`src/design/dwfb_pkg.sv`:
```
`default_nettype none
// ---------------------------------------------------------------------------
// dwfb_pkg
// Shared types and constants of the widget frame builder: operation codes,
// controller states, frame bytes and the command and status groups.
// ---------------------------------------------------------------------------
package dwfb_pkg;

    localparam int OP_W        = 2;
    localparam int CH_W        = 9;
    localparam int LEVEL_W     = 9;
    localparam int NCH_W       = 10;
    localparam int COUNT_W     = 5;
    localparam int BEAT_BYTES  = 16;
    localparam int MIN_CHANNELS = 64;

    localparam logic [7:0] FRAME_START = 8'h7E;
    localparam logic [7:0] FRAME_END   = 8'hE7;
    localparam logic [7:0] LABEL_DATA  = 8'h06;

    // Widget parameter frame: 7E 04 05 00 00 00 09 01 28 E7, byte 0 lowest
    localparam logic [127:0] INIT_BEAT  = 128'h0000_0000_0000_E728_0109_0000_0005_047E;
    localparam logic [COUNT_W-1:0] INIT_COUNT = 5'd10;

    typedef enum logic [OP_W-1:0] {
        OP_SET  = 2'd0,
        OP_INIT = 2'd1,
        OP_TICK = 2'd2,
        OP_RSVD = 2'd3
    } op_t;

    typedef enum logic [2:0] {
        ST_CLEAR,
        ST_IDLE,
        ST_INIT,
        ST_FETCH,
        ST_BEAT
    } state_t;

    typedef struct packed {
        logic mem_write;    // store the level of an accepted set word
        logic clear_step;   // zero one row of the level store
        logic frame_start;  // rewind the beat counter
        logic fetch;        // read the row of the current beat
        logic beat_load;    // load a data beat, advance the beat counter
        logic init_load;    // load the parameter frame beat
    } cmd_t;

    typedef struct packed {
        logic clear_done;
        logic set_ok;
        logic beat_last;
    } status_t;

endpackage
`default_nettype wire

```
`src/design/dwfb_ctrl.sv`:
```
`default_nettype none
// ---------------------------------------------------------------------------
// dwfb_ctrl
// Controller: store clearing after reset, operation decode, changed flag,
// beat sequencing and output valid.
// ---------------------------------------------------------------------------
module dwfb_ctrl (
    input  wire logic                      clk,
    input  wire logic                      rst_n,
    input  wire logic                      in_valid,
    output logic                           in_ready,
    input  wire logic [dwfb_pkg::OP_W-1:0] op,
    output logic                           out_valid,
    input  wire logic                      out_ready,
    output dwfb_pkg::cmd_t                 cmd,
    input  wire dwfb_pkg::status_t         status
);
    import dwfb_pkg::*;

    state_t state_reg;
    state_t state_next;
    logic   dirty_reg;
    logic   dirty_next;
    logic   out_valid_reg;
    logic   out_valid_next;
    logic   slot_free;

    assign slot_free = !out_valid_reg || out_ready;

    always_ff @(posedge clk or negedge rst_n)
    begin
        if (!rst_n)
        begin
            state_reg     <= ST_CLEAR;
            dirty_reg     <= 1'b0;
            out_valid_reg <= 1'b0;
        end
        else
        begin
            state_reg     <= state_next;
            dirty_reg     <= dirty_next;
            out_valid_reg <= out_valid_next;
        end
    end

    always_comb
    begin
        state_next = state_reg;
        dirty_next = dirty_reg;
        cmd        = '0;
        in_ready   = 1'b0;
        case (state_reg)
            ST_CLEAR:
            begin
                cmd.clear_step = 1'b1;
                if (status.clear_done)
                    state_next = ST_IDLE;
            end
            ST_IDLE:
            begin
                // ready is always high here, so valid alone accepts the word
                in_ready = 1'b1;
                if (in_valid)
                begin
                    case (op)
                        OP_SET:
                        begin
                            // drop out-of-range writes
                            cmd.mem_write = status.set_ok;
                            if (status.set_ok)
                                dirty_next = 1'b1;
                        end
                        OP_INIT:
                            state_next = ST_INIT;
                        OP_TICK:
                        begin
                            if (dirty_reg)
                            begin
                                dirty_next      = 1'b0;
                                cmd.frame_start = 1'b1;
                                state_next      = ST_FETCH;
                            end
                        end
                        default: ;
                    endcase
                end
            end
            ST_INIT:
            begin
                if (slot_free)
                begin
                    cmd.init_load = 1'b1;
                    state_next    = ST_IDLE;
                end
            end
            ST_FETCH:
            begin
                cmd.fetch  = 1'b1;
                state_next = ST_BEAT;
            end
            ST_BEAT:
            begin
                if (slot_free)
                begin
                    cmd.beat_load = 1'b1;
                    state_next    = status.beat_last ? ST_IDLE : ST_FETCH;
                end
            end
            default:
                state_next = ST_IDLE;
        endcase
    end

    always_comb
    begin
        out_valid_next = out_valid_reg && !out_ready;
        if (cmd.init_load || cmd.beat_load)
            out_valid_next = 1'b1;
    end

    assign out_valid = out_valid_reg;

endmodule
`default_nettype wire

```
`config.mk`:
```
export PLATFORM = sky130hd
export DESIGN_NAME = dwfb_ctrl
export DESIGN_NICKNAME = d
export VERILOG_FILES = /design/src/design/dwfb_pkg.sv /design/src/design/dwfb_ctrl.sv
export SDC_FILE = /design/constraint.sdc
export NUM_CORES = 1
export LEC_CHECK = 0
export CAP_MARGIN = 20
export CORE_AREA = 2 2 39 41
export CTS_CLUSTER_SIZE = 10
export DETAILED_ROUTE_END_ITERATION = 8
export DIE_AREA = 0 0 41 43
export DONT_BUFFER_PORTS = 1
export SYNTH_ARGS = -nofsm -noshare
export SYNTH_HDL_FRONTEND = slang
export SYNTH_SLANG_ARGS = --single-unit
```
`constraint.sdc`:
```
create_clock -name clk -period 3.3 [get_ports clk]
set_input_delay 0.165 -clock clk [delete_from_list [all_inputs] [get_ports clk]]
set_output_delay 0.165 -clock clk [all_outputs]
set_load 0.01 [all_outputs]
```
==> metrics.cfg, run 1 <==
[run_status]
outcome=finished clean

[grt]
grt_overflow=0
grt_pass1_vias=295
grt_pass1_wl_um=1173
grt_max_degree=12
antenna_found_initial=0
grt.total_usage=0.1012

[synthesis]
ys_ff_latch=5
seq_area_frac_synth=0.3472
yosys.area.top_type=dfrtp_1
netlist_area_um2=360.3
synthFlopType=dfrtp_1
synth_top_area_share=0.3472
yosysMostFrequentCell=dfrtp_1
yosys-top-cells-area=dfrtp_1, nand4bb_4, nor3b_1
synth_cell_type_count=24
avgSynthCellArea_um2=9.483
synth_nets=47
ys_warn_count=0
yosys-top-cells-count=dfrtp_1, nor2_1, nor3b_1
synthArstFlopShare=1.000
postSynthCellCount=38
synth_edf_count=0

[hold_path]
hp-class=in -> reg
min_path_cells=2

[sta]
timing.final.ws_setup_ns=1.706
maxSlewViolCount=0
setup_violations=0
worstMarginPinSlew_ns=0.4187
period_minus_slack_ns=1.594
max-slew-margin-rel=0.7203
max_freq_mhz=627.2
fin_skew_ns=0.0003544
worst_hold_slack_ns=0.1043
hold_viol_final=0
fin_tns_setup_ns=0
finalCritPeriodShare=0.4831
rsz0062_at_grt=no

[critical_path]
worstPathArrival_ns=1.43
cp_max_fo=11
cp.required_ns=3.13
r2r_cells=3
critPathCaptureType=primary output
start_kind=register
worstSetupPathType=reg -> out

[place]
hpwl_um=562.1
pre_cts_ws_ns=1.963
portBuffers=0
place_congestion=0.6729

[route]
routedWlPerCell_um=13.61
routed_wl_um=776
drc_errors=0
ant_nets=0
first_pass_iters=3
vias=283
viasPerCell=4.965
drtIter0Drc=5

[cts]
insertion_delay_ns=0.25
cts-resized-gates=0
numClockSinks=5
cts_tree=built
cts-root-buf=clkbuf_4
max-clock-path-buffers=2
cts_hold_buffers=1
post_cts_buffers=0
cts.clk_slew.worst_paths_ns=0.04
cts_buffers=3
htree_levels=1

[final_layout]
seq_area_um2=125.1
largest_reg_flops=3
diodes=0
post-route-util=0.2929
multi_input_area_um2=210.2
fin_nets=51
drive_above_1_share=0.1463
nFillCells=143
area_growth_pct=12.50

[die]
coreArea_um2=1384
std_cell_rows=14
boundaryPins=17
fp.dieArea_um2=1763
die_w_um=41
die_y_um=43
start_util=0.2604

[run]
cap_violations=0

[power_and_ir_drop]
ir_drop_mv=0.1708
p_leak_uw=0.0001608
finalPower_uw=307.8
power_density_nw_per_um2=759.2

==> cells in the final DEF (no fill, tap or decap), drive strengths merged, types with 2 or more instances in the layout <==
cell type,instances
nand2,2
dfrtp,5
nor2,4
clkbuf,4
nor2b,2
dlygate4sd3,2
o21ai,2
nor3,2
nor3b,4
==> power by group <==
group          internal [uW]  switching, uW  total (uW)
sequential              83.5           46.5         130
clock                   45.9           28.0        73.9
combinational           53.9           49.9         104
==> cell families after synthesis <==
group	after synthesis	synth area share
AO/OA/AOI/OAI	8	0.1563
XOR/XNOR	1	0.02431
buffers and inverters	4	0.06943
flip-flops	5	0.3472
multiplexers	1	0.02778
AND/OR/NAND/NOR	19	0.3750
==> per-stage QoR <==
stage / area [um2] / instances
after global routing: 405.4 / 57
after global placement: 359.1 / 51
after floorplan: 360.3 / 38
final: 405.4 / 57
after detailed placement: 359.1 / 51
after CTS: 395.4 / 56
==> routing by layer <==
metal	track usage	up-vias	wire (um)
met1	0.1086	129	332
met4	0.08000	0	12
met2	0.1438	10	356
li1	-	142	-
met3	0.04712	2	74
met5	0	-	0
==> worst paths after layout <==
path,slack (ns),start,endpoint
max in group asynchronous,2.91,rst_n,dirty_reg
hold reg to reg,0.58,dirty_reg,dirty_reg
min in group asynchronous,0.20,rst_n,state_reg[2]
setup reg to reg,2.06,state_reg[2],dirty_reg
hold / removal,0.10,op[0],dirty_reg
setup / recovery,1.71,state_reg[2],cmd[5]
==> cell type report <==
| type | instances | share of cell area |
|---|---|---|
| timing repair buffer | 2 | 0.04938 |
| inverter | 1 | 0.009259 |
| tap | 16 | 0.04938 |
| multi-input combinational | 29 | 0.5185 |
| sequential | 5 | 0.3086 |
| clock buffer | 4 | 0.06481 |
==> worst max-delay path, cell delays in order, from the launching register on <==
cell	delay [ns]
dfrtp_1	0.49
nand4bb_4	0.29
nor3b_2	0.21
and2_2	0.19
Power figures use the tool's default switching activity.
==> inputs of run 2 (changes only) <==
Clock period 3.3 ns to 1.3 ns, I/O delays scaled along.
==> run 2 against run 1 <==
Effect of this change:
- the flow now finishes with violations (negative setup slack)
- clock skew rose by 0.0030 ns
- cell area up 23%
- critical path depth is the same
- non-clock buffer count up 9
- flip-flop and latch count unchanged
- register-to-register slack lost 2.0 ns
- setup slack got worse by 1.8 ns
- power grew to 2.9 times the previous value
- critical path type unchanged
- critical endpoint is now cmd[3]
- largest power group is now combinational logic
- highest routed layer is now met3
==> metrics.cfg, run 2 (synthesized netlist as in run 1, its figures left out) <==
[sta]
setup_violations=3
rsz0062_at_grt=yes
period_minus_slack_ns=1.379
hold_viol_final=0
maxSlewViolCount=0
max-slew-margin-rel=0.7406
max_freq_mhz=725.4
fin_skew_ns=0.003388
finalCritPeriodShare=1.060
worst_hold_slack_ns=0.02837
timing.final.ws_setup_ns=-0.07855
worstMarginPinSlew_ns=0.3861

[die]
coreArea_um2=1384
std_cell_rows=14
start_util=0.2604
fp.dieArea_um2=1763
boundaryPins=17
die_w_um=41
die_y_um=43

[grt]
antenna_found_initial=0
grt.total_usage=0.1286
grt_max_degree=12
grt_overflow=0
grt_pass1_wl_um=1476
grt_pass1_vias=339

[final_layout]
post-route-util=0.3608
largest_reg_flops=3
diodes=0
fin_nets=60
mostFrequentLayoutCells=buf_4, nor2_1, clkbuf_4, dfrtp_1
final_common_cell=buf_4
drive_above_1_share=0.4000
final_cells=66
area_growth_pct=38.54
fin_area_um2=499.2

[route]
first_pass_iters=4
viasPerCell=4.864
ant_nets=0
vias=321
drc_errors=0
routedWlPerCell_um=13.79
drtIter0Drc=2
routed_wl_um=910

[critical_path]
cp_cell_sequence=nand4bb_4, nor2_1, and3_4
path_buf_inv=0
start_kind=register
critical_path.slowest_cell=dfrtp_2
cp_max_fo=4
slowest_delay_ns=0.42
critPathCaptureType=primary output
worstPathArrival_ns=1.31
cp.required_ns=1.24
path_delay_family=simple AND/OR/NAND/NOR gates
worstSetupPathType=reg -> out

[place]
place_congestion=0.6819
hpwl_um=610.7
place_area_um2=381.6
portBuffers=0
dp.cells=54

[run_status]
violations=negative setup slack
outcome=finished, violations left

[cts]
insertion_delay_ns=0.24
cts-root-buf=clkbuf_4
cts.clk_slew.worst_paths_ns=0.04
cts_buffers=3
max-clock-path-buffers=2
numClockSinks=5
htree_levels=1
cts_tree=built

[run]
cap_violations=0

[power_and_ir_drop]
ir_drop_mv=0.4628
power_density_nw_per_um2=1812
p_leak_uw=0.0002128

[hold_path]
hp-class=in -> reg

## run 2: per-layer routing
layer	track usage	part of all wire	routed length [um]	vias up
li1	-	-	-	161
met1	0.1226	0.37	334	150
met2	0.2188	0.54	487	10
met3	0.08901	0.096	87	0
met4	0.02000	0	0	0
met5	0	0	0	-
## run 2: final timing paths
check,start,endpoint,slack [ns],cells past startpoint
worst max-delay path,state_reg[1],cmd[3],-0.08,3
worst min-delay path,op[0],dirty_reg,0.03,2
worst max register to register,state_reg[1],dirty_reg,0.11,4
worst min register to register,dirty_reg,dirty_reg,0.56,1
max in group asynchronous,rst_n,state_reg[0],0.94,1
min in group asynchronous,rst_n,dirty_reg,0.13,1
## run 2: stage by stage
stage | worst slack (ns) | TNS, ns | total power (uW)
3_5_place_dp | 0.1068 | 0 | 612.5
4_1_cts | -0.03980 | -0.1042 | 888.1
3_3_place_gp | 0.1430 | 0 | 604.6
2_1_floorplan | 0.1874 | 0 | 565.4
5_1_grt | -0.1505 | -0.4801 | 985.5
6_report | -0.07855 | -0.1591 | 904.4
## run 2: final cells by class
type,count,area (um2)
repair buffers,11,87.58
flip-flops and latches,5,127.6
well taps,16,20.02
inverters,1,3.754
multi-input cells,29,234.0
clock buffers,4,26.28
fillers,151,884.6
## run 2: where the power goes
group | internal (uW) | total [uW] | switching [uW]
Clock | 116 | 177 | 61.5
Sequential | 218 | 316 | 98.7
Combinational | 231 | 411 | 179
## run 2: timing repair
action	in CTS	in global routing
endpoints found under the hold margin	6	0
gates resized for setup	4	3
endpoints found under the setup margin	4	7
gates cloned	0	0
hold buffers	2	0
pin swaps	3	0
setup buffers	7	0
## run 2: worst reg2reg max path, stage by stage (launching register included)
cell and delay, ns:
dfrtp_2 0.42, nand4bb_4 0.26, nor3b_4 0.20, buf_4 0.13
a2bb2oi_2 0.11
